--- src/rtl/issd_pkg.sv ---
// types and constants shared by the i2c slave segment display block
`timescale 1ns / 1ps
package issd_pkg;

	typedef enum logic [1:0] {
		PH_IDLE  = 2'd0,
		PH_ADDR  = 2'd1,
		PH_WRITE = 2'd2,
		PH_READ  = 2'd3
	} phase_t;

	typedef enum logic [1:0] {
		MODE_START = 2'd0,
		MODE_BYTE  = 2'd1,
		MODE_ACK   = 2'd2,
		MODE_TICK  = 2'd3
	} mode_t;

	// control from the bus logic to the display part, already qualified by accept
	typedef struct packed {
		logic wr;
		logic tick;
	} disp_ctrl_t;

	localparam logic [6:0] SLAVE_ADDR_RESET = 7'd72;
	localparam logic [7:0] READ_CNT_RESET   = 8'h55;
	localparam int         RESET_DIGIT_NUM  = 4;

	localparam logic [7:0] RESET_DIGITS [RESET_DIGIT_NUM] = '{8'h3F, 8'h06, 8'h5B, 8'h4F};

	// power-up pattern of a digit, blank beyond the preset ones
	function automatic logic [7:0] digit_reset(input int idx);
		logic [7:0] val;
		val = 8'h00;
		if (idx < RESET_DIGIT_NUM) begin
			val = RESET_DIGITS[idx];
		end
		return val;
	endfunction

endpackage

--- src/rtl/i2c_slave_segment_display_top.sv ---
// top level: byte-level i2c slave state machine, output register and display
`timescale 1ns / 1ps
// One input word is taken per clock while s_tready is high and its result goes to the
// output register, so a steady stream runs at one word per cycle while m_tready holds.
// The output register is the only stage: s_tready is high while it is empty or being
// drained, so it follows m_tready combinationally. Every input word gives exactly one
// result word: the slave ack bit, the byte to send on a read (zero when not sending), and
// the digit position and segments currently shown by the scan. The user must write the
// slave address through cfg_we/cfg_wdata while the block is idle; it is not enforced.
module i2c_slave_segment_display_top import issd_pkg::*; #(
	parameter int DIGIT_COUNT = 4
) (
	input  logic        clk,
	input  logic        arst_n,
	input  logic        cfg_we,
	input  logic [6:0]  cfg_wdata,  // slave_address
	input  logic        s_tvalid,
	output logic        s_tready,
	input  logic [15:0] s_tdata,    // rx_byte[7:0], master_nack[8], zero fill
	input  logic [1:0]  s_tuser,    // mode[1:0]
	output logic        m_tvalid,
	input  logic        m_tready,
	output logic [23:0] m_tdata     // slave_ack[0], tx_valid[1], tx_byte[9:2],
	                                // digit_index[11:10], segment_pattern[19:12], zero fill
);

	localparam int               IDX_W    = $clog2(DIGIT_COUNT);
	localparam logic [IDX_W-1:0] LAST_IDX = IDX_W'(DIGIT_COUNT - 1);

	logic [6:0]       addr_q;
	phase_t           phase_q, phase_d;
	logic [IDX_W-1:0] bc_q, bc_d;
	logic [7:0]       rc_q, rc_d;
	logic             out_valid_q;
	logic [23:0]      out_data_q;

	logic             accept;
	mode_t            mode;
	logic [7:0]       rx_byte;
	logic             master_nack;
	logic             ack, txv;
	logic [7:0]       txb;
	disp_ctrl_t       disp_ctrl;
	logic [IDX_W-1:0] scan_next;
	logic [7:0]       seg_next;

	assign s_tready    = !out_valid_q || m_tready;
	assign accept      = s_tvalid && s_tready;
	assign mode        = mode_t'(s_tuser);
	assign rx_byte     = s_tdata[7:0];
	assign master_nack = s_tdata[8];
	assign m_tvalid    = out_valid_q;
	assign m_tdata     = out_data_q;

	always_comb begin
		phase_d   = phase_q;
		bc_d      = bc_q;
		rc_d      = rc_q;
		ack       = 1'b0;
		txv       = 1'b0;
		txb       = 8'h00;
		disp_ctrl = '0;
		case (mode)
			MODE_START: begin
				phase_d = PH_ADDR;
				bc_d    = '0;
			end
			MODE_BYTE: begin
				if (phase_q == PH_ADDR) begin
					bc_d = '0;
					if (rx_byte[7:1] == addr_q) begin
						ack = 1'b1;
						if (rx_byte[0]) begin
							phase_d = PH_READ;
							txv     = 1'b1;
							txb     = rc_q;
							rc_d    = rc_q + 8'd1;
						end else begin
							phase_d = PH_WRITE;
						end
					end else begin
						phase_d = PH_IDLE;
					end
				end else if (phase_q == PH_WRITE) begin
					disp_ctrl.wr = accept;
					// last digit is nacked and ends the transfer
					if (bc_q != LAST_IDX) begin
						ack  = 1'b1;
						bc_d = bc_q + 1'b1;
					end else begin
						phase_d = PH_IDLE;
						bc_d    = '0;
					end
				end
			end
			MODE_ACK: begin
				if (phase_q == PH_READ) begin
					if (master_nack) begin
						phase_d = PH_IDLE;
						bc_d    = '0;
					end else begin
						txv  = 1'b1;
						txb  = rc_q;
						rc_d = rc_q + 8'd1;
					end
				end
			end
			MODE_TICK: begin
				disp_ctrl.tick = accept;
			end
			default: begin
				phase_d = phase_q;
			end
		endcase
	end

	issd_display #(
		.DIGIT_COUNT (DIGIT_COUNT),
		.IDX_W       (IDX_W)
	) u_display (
		.clk       (clk),
		.arst_n    (arst_n),
		.ctrl      (disp_ctrl),
		.wr_addr   (bc_q),
		.wr_data   (rx_byte),
		.scan_next (scan_next),
		.seg_next  (seg_next)
	);

	always_ff @(posedge clk or negedge arst_n) begin
		if (!arst_n) begin
			addr_q      <= SLAVE_ADDR_RESET;
			phase_q     <= PH_IDLE;
			bc_q        <= '0;
			rc_q        <= READ_CNT_RESET;
			out_valid_q <= 1'b0;
		end else begin
			if (cfg_we) begin
				addr_q <= cfg_wdata;
			end
			if (accept) begin
				phase_q     <= phase_d;
				bc_q        <= bc_d;
				rc_q        <= rc_d;
				out_valid_q <= 1'b1;
			end else if (m_tready) begin
				out_valid_q <= 1'b0;
			end
		end
	end

	always_ff @(posedge clk) begin
		if (accept) begin
			out_data_q <= {4'h0, seg_next, 2'(scan_next), txb, txv, ack};
		end
	end

	a_tx_zero: assert property (@(posedge clk) disable iff (!arst_n)
		m_tvalid && !m_tdata[1] |-> m_tdata[9:2] == 8'h00)
		else $error("tx byte not zero while no byte is sent");

	a_start_addr: assert property (@(posedge clk) disable iff (!arst_n)
		accept && mode == MODE_START |=> phase_q == PH_ADDR && bc_q == '0)
		else $error("start event did not arm address phase");

	a_bc_idle: assert property (@(posedge clk) disable iff (!arst_n)
		phase_q != PH_WRITE |-> bc_q == '0)
		else $error("byte count nonzero outside write phase");

	a_rc_step: assert property (@(posedge clk) disable iff (!arst_n)
		accept && txv |=> rc_q == $past(rc_q) + 8'd1)
		else $error("read counter did not advance with a sent byte");

	a_ack_excl: assert property (@(posedge clk) disable iff (!arst_n)
		accept && ack |-> mode == MODE_BYTE)
		else $error("ack given for a word that is not a received byte");

endmodule

--- src/rtl/issd_display.sv ---
// digit store and multiplex scan of the segment display
`timescale 1ns / 1ps
module issd_display import issd_pkg::*; #(
	parameter int DIGIT_COUNT = 4,
	parameter int IDX_W       = 2
) (
	input  logic             clk,
	input  logic             arst_n,
	input  disp_ctrl_t       ctrl,
	input  logic [IDX_W-1:0] wr_addr,
	input  logic [7:0]       wr_data,
	output logic [IDX_W-1:0] scan_next,
	output logic [7:0]       seg_next
);

	localparam logic [IDX_W-1:0] LAST_IDX = IDX_W'(DIGIT_COUNT - 1);

	logic [7:0]       digit_q [DIGIT_COUNT];
	logic [IDX_W-1:0] scan_q;

	always_comb begin
		scan_next = scan_q;
		if (ctrl.tick) begin
			scan_next = (scan_q == LAST_IDX) ? '0 : scan_q + 1'b1;
		end
		// a word written this cycle shows at once if it is the scanned digit
		if (ctrl.wr && wr_addr == scan_next) begin
			seg_next = wr_data;
		end else begin
			seg_next = digit_q[scan_next];
		end
	end

	always_ff @(posedge clk or negedge arst_n) begin
		if (!arst_n) begin
			scan_q <= '0;
			for (int i = 0; i < DIGIT_COUNT; i++) begin
				digit_q[i] <= digit_reset(i);
			end
		end else begin
			scan_q <= scan_next;
			if (ctrl.wr) begin
				digit_q[wr_addr] <= wr_data;
			end
		end
	end

	a_scan_range: assert property (@(posedge clk) disable iff (!arst_n)
		scan_q <= LAST_IDX)
		else $error("scan index beyond last digit");

	a_scan_hold: assert property (@(posedge clk) disable iff (!arst_n)
		!ctrl.tick |=> $stable(scan_q))
		else $error("scan moved without a refresh tick");

	a_wr_tick_excl: assert property (@(posedge clk) disable iff (!arst_n)
		!(ctrl.wr && ctrl.tick))
		else $error("digit write and refresh tick in the same word");

endmodule
--- config.mk ---
export PLATFORM = sky130hd
export DESIGN_NAME = i2c_slave_segment_display_top
export DESIGN_NICKNAME = d
export VERILOG_FILES = /design/src/rtl/issd_pkg.sv /design/src/rtl/i2c_slave_segment_display_top.sv /design/src/rtl/issd_display.sv
export SDC_FILE = /design/constraint.sdc
export NUM_CORES = 1
export LEC_CHECK = 0
export BUFFER_PORTS_ARGS = -buffer_cell sky130_fd_sc_hd__buf_2
export CORE_ASPECT_RATIO = 1.25
export CORE_MARGIN = 8
export CORE_UTILIZATION = 27
export CTS_CLUSTER_DIAMETER = 200
export DETAILED_ROUTE_END_ITERATION = 12
export GPL_TIMING_DRIVEN = 0
export PLACE_DENSITY = 0.42
export SYNTH_ARGS = -nofsm -noshare
export SYNTH_HDL_FRONTEND = slang
export SYNTH_SLANG_ARGS = --single-unit
--- constraint.sdc ---
create_clock -name clk -period 2.4 [get_ports clk]
set_clock_uncertainty 0.05 [all_clocks]
set_input_delay 0.6 -clock clk [delete_from_list [all_inputs] [get_ports clk]]
set_output_delay 0.6 -clock clk [all_outputs]
set_load 0.05 [all_outputs]
Yosys cells after proc, flatten, opt, wreduce, memory -nomap -nowiden. Index checks and enable logic that the tools add are counted.

Magnitude comparators: 3. Eq/ne operators: 18. Muxes and demuxes: 49. Reductions and logical operators: 12. Add/subtract/negate cells: 3. Bitwise logic cells: 2.

Operators by type and width (count): two-way mux 8 bit (14); bitwise mux 32 bit (1); one-hot mux 8 bit (2 select lines) (2); two-way mux 2 bit (11); binary-select mux 8 bit (select 2 bit) (1); demux 8 bit (select 2 bit) (1); two-way mux 1 bit (16); inequality test 2 bit, second input constant (7); one-hot mux 2 bit (3 select lines) (2); equality test 2 bit, second input constant (5); adder 8 x 1 -> 8 bit, second input constant (1); equality test 7 bit (1); AND reduction 7 bit (1); greater-or-equal comparator 3 bit, second input constant (2); inequality test 3 bit, second input constant (2); inverter 2 -> 3 bit (2); AND reduction 6 bit (1); AND reduction 5 bit (1); adder 2 x 1 -> 2 bit, second input constant (2); equality test 2 x 1 -> 1 bit, second input constant (2); nonzero test 2 bit (2); logical AND 1 bit (3); less-than comparator 3 x 1 -> 1 bit, second input constant (1); nonzero test 3 bit (1); 5 further kinds (5).

Bits in registers: 74. Word-level logic and storage cells: 99.

Depth between registers and ports, before layout.
Word-level depth: 10. Mapped depth: 8. Depth with buffers taken out: 8.

Cells and area by module. From an unflattened synthesis, not the netlist that was laid out.

Cells, all modules: 271. Area total of the unflattened synthesis: 3689.8 um2.

By module, submodules not included: i2c_slave_segment_display_top (times used 1, cells an instance 137, area each 1904.3 um2, seq. area each 1108.6 um2); issd_display (times used 1, cells an instance 134, area each 1785.5 um2, seq. area each 873.3 um2).

Least setup slack after synthesis. OpenSTA, ideal clock, no wires.

Path type: register to register. Start: register out_valid_q, in the netlist m_tvalid. End: register out_data_q[12], in the netlist m_tdata[12] (data pin). Data arrival time: 2.681 ns. Setup slack: -0.591 ns. Setup time: 0.260 ns. Required time: 2.090 ns. Cell stages (with the launch flop): 8. Clock period less this slack: 2.991 ns. Path buffers: 1. Cell sequence: dfrtp_1 -> nand2b_4 -> and2_1 -> and3_1 -> clkbuf_1 -> o21ai_0 -> a211oi_4 -> mux2_2.

Cells in the longest elaborated chain, start to end: 10. Elaborated cells between the ends (all ways): 15. Classes of those cells: 1 x eq/ne; 9 x mux; 1 x bitwise; 4 x reduce/logical.

Ends and longest elaborated chain: from (decl) (RTL line i2c_slave_segment_display_top.sv:34) `logic out_valid_q;`; from (signal assigned) (RTL line i2c_slave_segment_display_top.sv:136) `out_valid_q <= 1'b0;`; from (signal assigned) (RTL line i2c_slave_segment_display_top.sv:145) `out_valid_q <= 1'b1;`; from (signal assigned) (RTL line i2c_slave_segment_display_top.sv:147) `out_valid_q <= 1'b0;`; logical NOT 1 bit * (RTL line i2c_slave_segment_display_top.sv:47) `assign s_tready = !out_valid_q || m_tready;`; logical OR 1 bit * (RTL line i2c_slave_segment_display_top.sv:47); via s_tready (RTL line i2c_slave_segment_display_top.sv:18) `output logic s_tready,`; logical AND 1 bit * (RTL line i2c_slave_segment_display_top.sv:48) `assign accept = s_tvalid && s_tready;`; via accept (RTL line i2c_slave_segment_display_top.sv:37) `logic accept;`; two-way mux 1 bit (RTL line i2c_slave_segment_display_top.sv:63) `case (mode)`; two-way mux 2 bit (RTL line issd_display.sv:23) `if (ctrl.tick) begin`; inverter 2 -> 3 bit (implied by the code) (RTL line issd_display.sv:30) `seg_next = digit_q[scan_next];`; binary-select mux 8 bit (select 2 bit) (RTL line issd_display.sv:30); two-way mux 8 bit (implied by the code) (2 in series) (RTL line issd_display.sv:30); two-way mux 8 bit * (RTL line issd_display.sv:27) `if (ctrl.wr && wr_addr == scan_next) begin`; via seg_next[0] (RTL line i2c_slave_segment_display_top.sv:45) `logic [7:0] seg_next;`; to (signal assigned) (RTL line i2c_slave_segment_display_top.sv:154) `out_data_q <= {4'h0, seg_next, 2'(scan_next), txb, txv, ack};`; to (decl) (RTL line i2c_slave_segment_display_top.sv:35) `logic [23:0] out_data_q;`.

Mark *: on every way through the listed nets, which the timed path passes. The rest lies on a longest branch. The select of a mux whose other input is x is not followed. A chain may end at the register's enable or synchronous reset.

Final worst setup path.
Start: input s_tuser[1]. End: register out_data_q[17], in the netlist m_tdata[17] (data pin).

Cells in the longest elaborated chain, start to end: 8. Elaborated cells between the ends (all ways): 12. Classes of those cells: 3 x eq/ne; 7 x mux; 1 x bitwise; 1 x reduce/logical.

Ends and longest elaborated chain: from (decl) (RTL line i2c_slave_segment_display_top.sv:20) `input logic [1:0] s_tuser,`; equality test 2 bit (RTL line i2c_slave_segment_display_top.sv:63); two-way mux 1 bit (RTL line i2c_slave_segment_display_top.sv:63); two-way mux 2 bit (RTL line issd_display.sv:23); inverter 2 -> 3 bit (implied by the code) (RTL line issd_display.sv:30); binary-select mux 8 bit (select 2 bit) (RTL line issd_display.sv:30); two-way mux 8 bit (implied by the code) (2 in series) (RTL line issd_display.sv:30); two-way mux 8 bit * (RTL line issd_display.sv:27); via seg_next[5] (RTL line i2c_slave_segment_display_top.sv:45).

Marked as above.

==> qor.txt <==
Final setup vio count = 0
Clock latency on the worst-skew pair = 0.33 ns
Fillers = 1344
Routability congestion estimate = 0.678
Die height = 144 um
Fin Hold WS = 0.268 ns
Vias/cell = 4.25
# H-tree levels = 3
Tot GR Track Use = 9.64%
Row Count = 47
FFs w/ async S/R, synth = 73.0%
Final wirelength = 7920 um
Max FO, Critical Path = 5
Reg2reg start = phase_q[1]
Chip Width = 119 um
Placed cell areas = 4000 sq um
Outcome = finished, final reports clean
Netlist cell types = 36
I/O pin count = 56
Pleak = 2.00 nW
Family with the most delay on the worst path = buffers and inverters
Post-Layout Cell Count = 499
Fin. max-slew vios = 0
Crit path capture type = flip-flop
Final core occ = 33.7%
Final worst setup slack = 0.0968 ns
CP peak stage delay = 0.36 ns
Worst EP arrival = 2.32 ns
EDFF count, synth = 20
CP max stage cell = mux2_2
Grt ovf = 0
Placed Instances = 476
Critical path buffers and inverters = 4
N_diodes = 0
Die area = 17100 sq um
Syn Area/Cell = 13.7 sq um
CP Cell Sequence = buf_2 > inv_1 > ha_2 > nor2b_2 > and3_1 > clkbuf_2 > o21ai_2 > a211oi_4 > buf_6 > mux2_2
Simple-gate portion of the synthesized area = 8.36%
Area leader, netlist = dfrtp_1
Min Clock Period, post-route = 2.30 ns
CTS hold repair buffers = 0
Clock buffers created by TritonCTS = 9
Synth Area in Adders = 4.59%
Count leader, synth = mux2_2
RSZ-0062 raised after global routing = no
Proportion of layout cells with a drive suffix above 1 = 46.6%
Largest net degree at the start of global routing = 55
Synth warnings = 0
TritonRoute pass-1 iters = 4
CTS max path bufs = 2
Worst Tran Pin Value = 0.732 ns
Worst VDD drop = 0.325 mV
Yosys reg bits = 74
Crit path from = s_tuser[1]
Largest family of logic cells by synthesized area = multiplexers
Sequential share of the synthesized area = 55.9%
Number of max-cap violations = 0
Post-DP HPWL = 5380 um
Final Cycle Share = 96.0%
Clock sink total = 74
Vias = 2122
First-pass GRT wire length = 12400 um
Fin Setup TNS = 0 ns
Port-buffer cells = 43
Area growth syn-to-layout = 24.1%
Yosys top cell area share = 21.2%
Mapped Cells = 259
WS Path Type = primary input to flip-flop
Worst Path Required = 2.42 ns
Synth Flop Type = dfrtp_1
Critical path startpoint category = primary input
Final Hold Viols = 0
Fin nets = 366
DR WL/cell = 15.9 um
Core area = 13100 sq um
Design area = 4400 sq um
Post-synthesis compound-gate area fraction = 2.79%
Initial Util = 27.2%
Detail Route Antenna Nets = 0
Top cells by area, synth = dfrtp_1 21%, dfstp_2 18%, edfxtp_1 17%
Tot Pwr = 3.62 mW
Post-synthesis instance area = 3550 sq um
Cell area power density = 823 nW/um^2
DR iter-0 viols = 75
Worst hold path type = primary input to async pin
Fmax achieved = 434 MHz
Initial antenna violation count = 0
CTS Root Cell = clkbuf_16
Mux cell area share after synthesis = 22.6%
# DRC = 0
Top cells by count, synth = 48 x mux2_2, 30 x dfrtp_1, 26 x mux2i_1
Worst-path clk slew = 0.06 ns
Vias in the first global route = 2280
CTS tree = done
XOR/XNOR share of the synthesized area = 3.21%
Slew margin rel. = 51.2%
Pre-CTS WS = -0.650 ns
==> metal layers <==
| metal | global-route usage (%) | up-vias | share of wire, % |
|---|---|---|---|
| met5 | 0 | - | 0 |
| met4 | 4.40 | 0 | 1.4 |
| met3 | 3.05 | 7 | 4.3 |
| met2 | 15.4 | 40 | 49 |
| met1 | 11.6 | 1031 | 45 |
| li1 | - | 1044 | - |
==> cell type report <==
class | count | area (sq um) | area share (%)
Clock inverter | 6 | 80.1 | 1.82
Multi-Input combinational cell | 171 | 1520 | 34.5
Clock buffer | 10 | 239 | 5.43
Tap cell | 171 | 214 | 4.86
Timing Repair Buffer | 49 | 267 | 6.05
Inverter | 9 | 33.8 | 0.767
Buffer | 9 | 68.8 | 1.56
Sequential cell | 74 | 1980 | 45.0
==> cells in the final DEF (no fill, tap or decap), types with 2 or more instances in the layout <==
master      n
mux2i_1    26
o21ai_0     2
nand2_1    13
xor2_1      4
buf_2      42
buf_6       3
inv_1       9
nand2b_1    9
nor2_1      4
and3_1      2
bufinv_16   2
mux2_2     47
clkinv_1    2
xnor2_1     9
dfrtp_1    29
nand3_1     7
ha_1       12
edfxtp_1   20
dfstp_2    24
buf_4      10
conb_1      4
and2_1      8
clkbuf_16   9
nor3_1      3
==> what timing repair did <==
action / in CTS / in global routing
buffers inserted: 2 / 4
cloned: 0 / 1
endpoints found under the setup margin: 8 / 10
pin swaps: 1 / 0
resized for setup: 1 / 7
==> report_power, final <==
group          total [mW]  switching (mW)  internal (mW)  leakage, nW
sequential           1.47          0.0647           1.41        0.841
combinational       0.719           0.417          0.301         1.01
clock                1.44           0.507          0.929        0.154
total                3.62           0.989           2.64         2.00
==> flip-flops by register name (all words and copies together), names as in the netlist <==
name	cells
addr_q	7
phase_q	2
m_tvalid	1
u_display.scan_q	2
m_tdata	20
u_display.digit_q	32
bc_q	2
rc_q	8
==> final timing paths <==
kind,endpoint,slack [ns],depth (start not counted)
worst min-delay path,u_display.digit_q[7],0.27,1
worst max register to register,m_tdata[17],0.12,9
worst max-delay path,m_tdata[17],0.1,10
worst min register to register,rc_q[7],0.41,1
max in group asynchronous,m_tvalid,1.49,1
min in group clk,rc_q[7],0.41,1
==> logic make-up after synthesis <==
kind of cell	Yosys count
mux	74
flops	74
simple gates	54
buf+inv	18
fa+ha+maj	13
xor+xnor	13
compound gates	12
other cells	1
(Power assumes the default switching activity.)
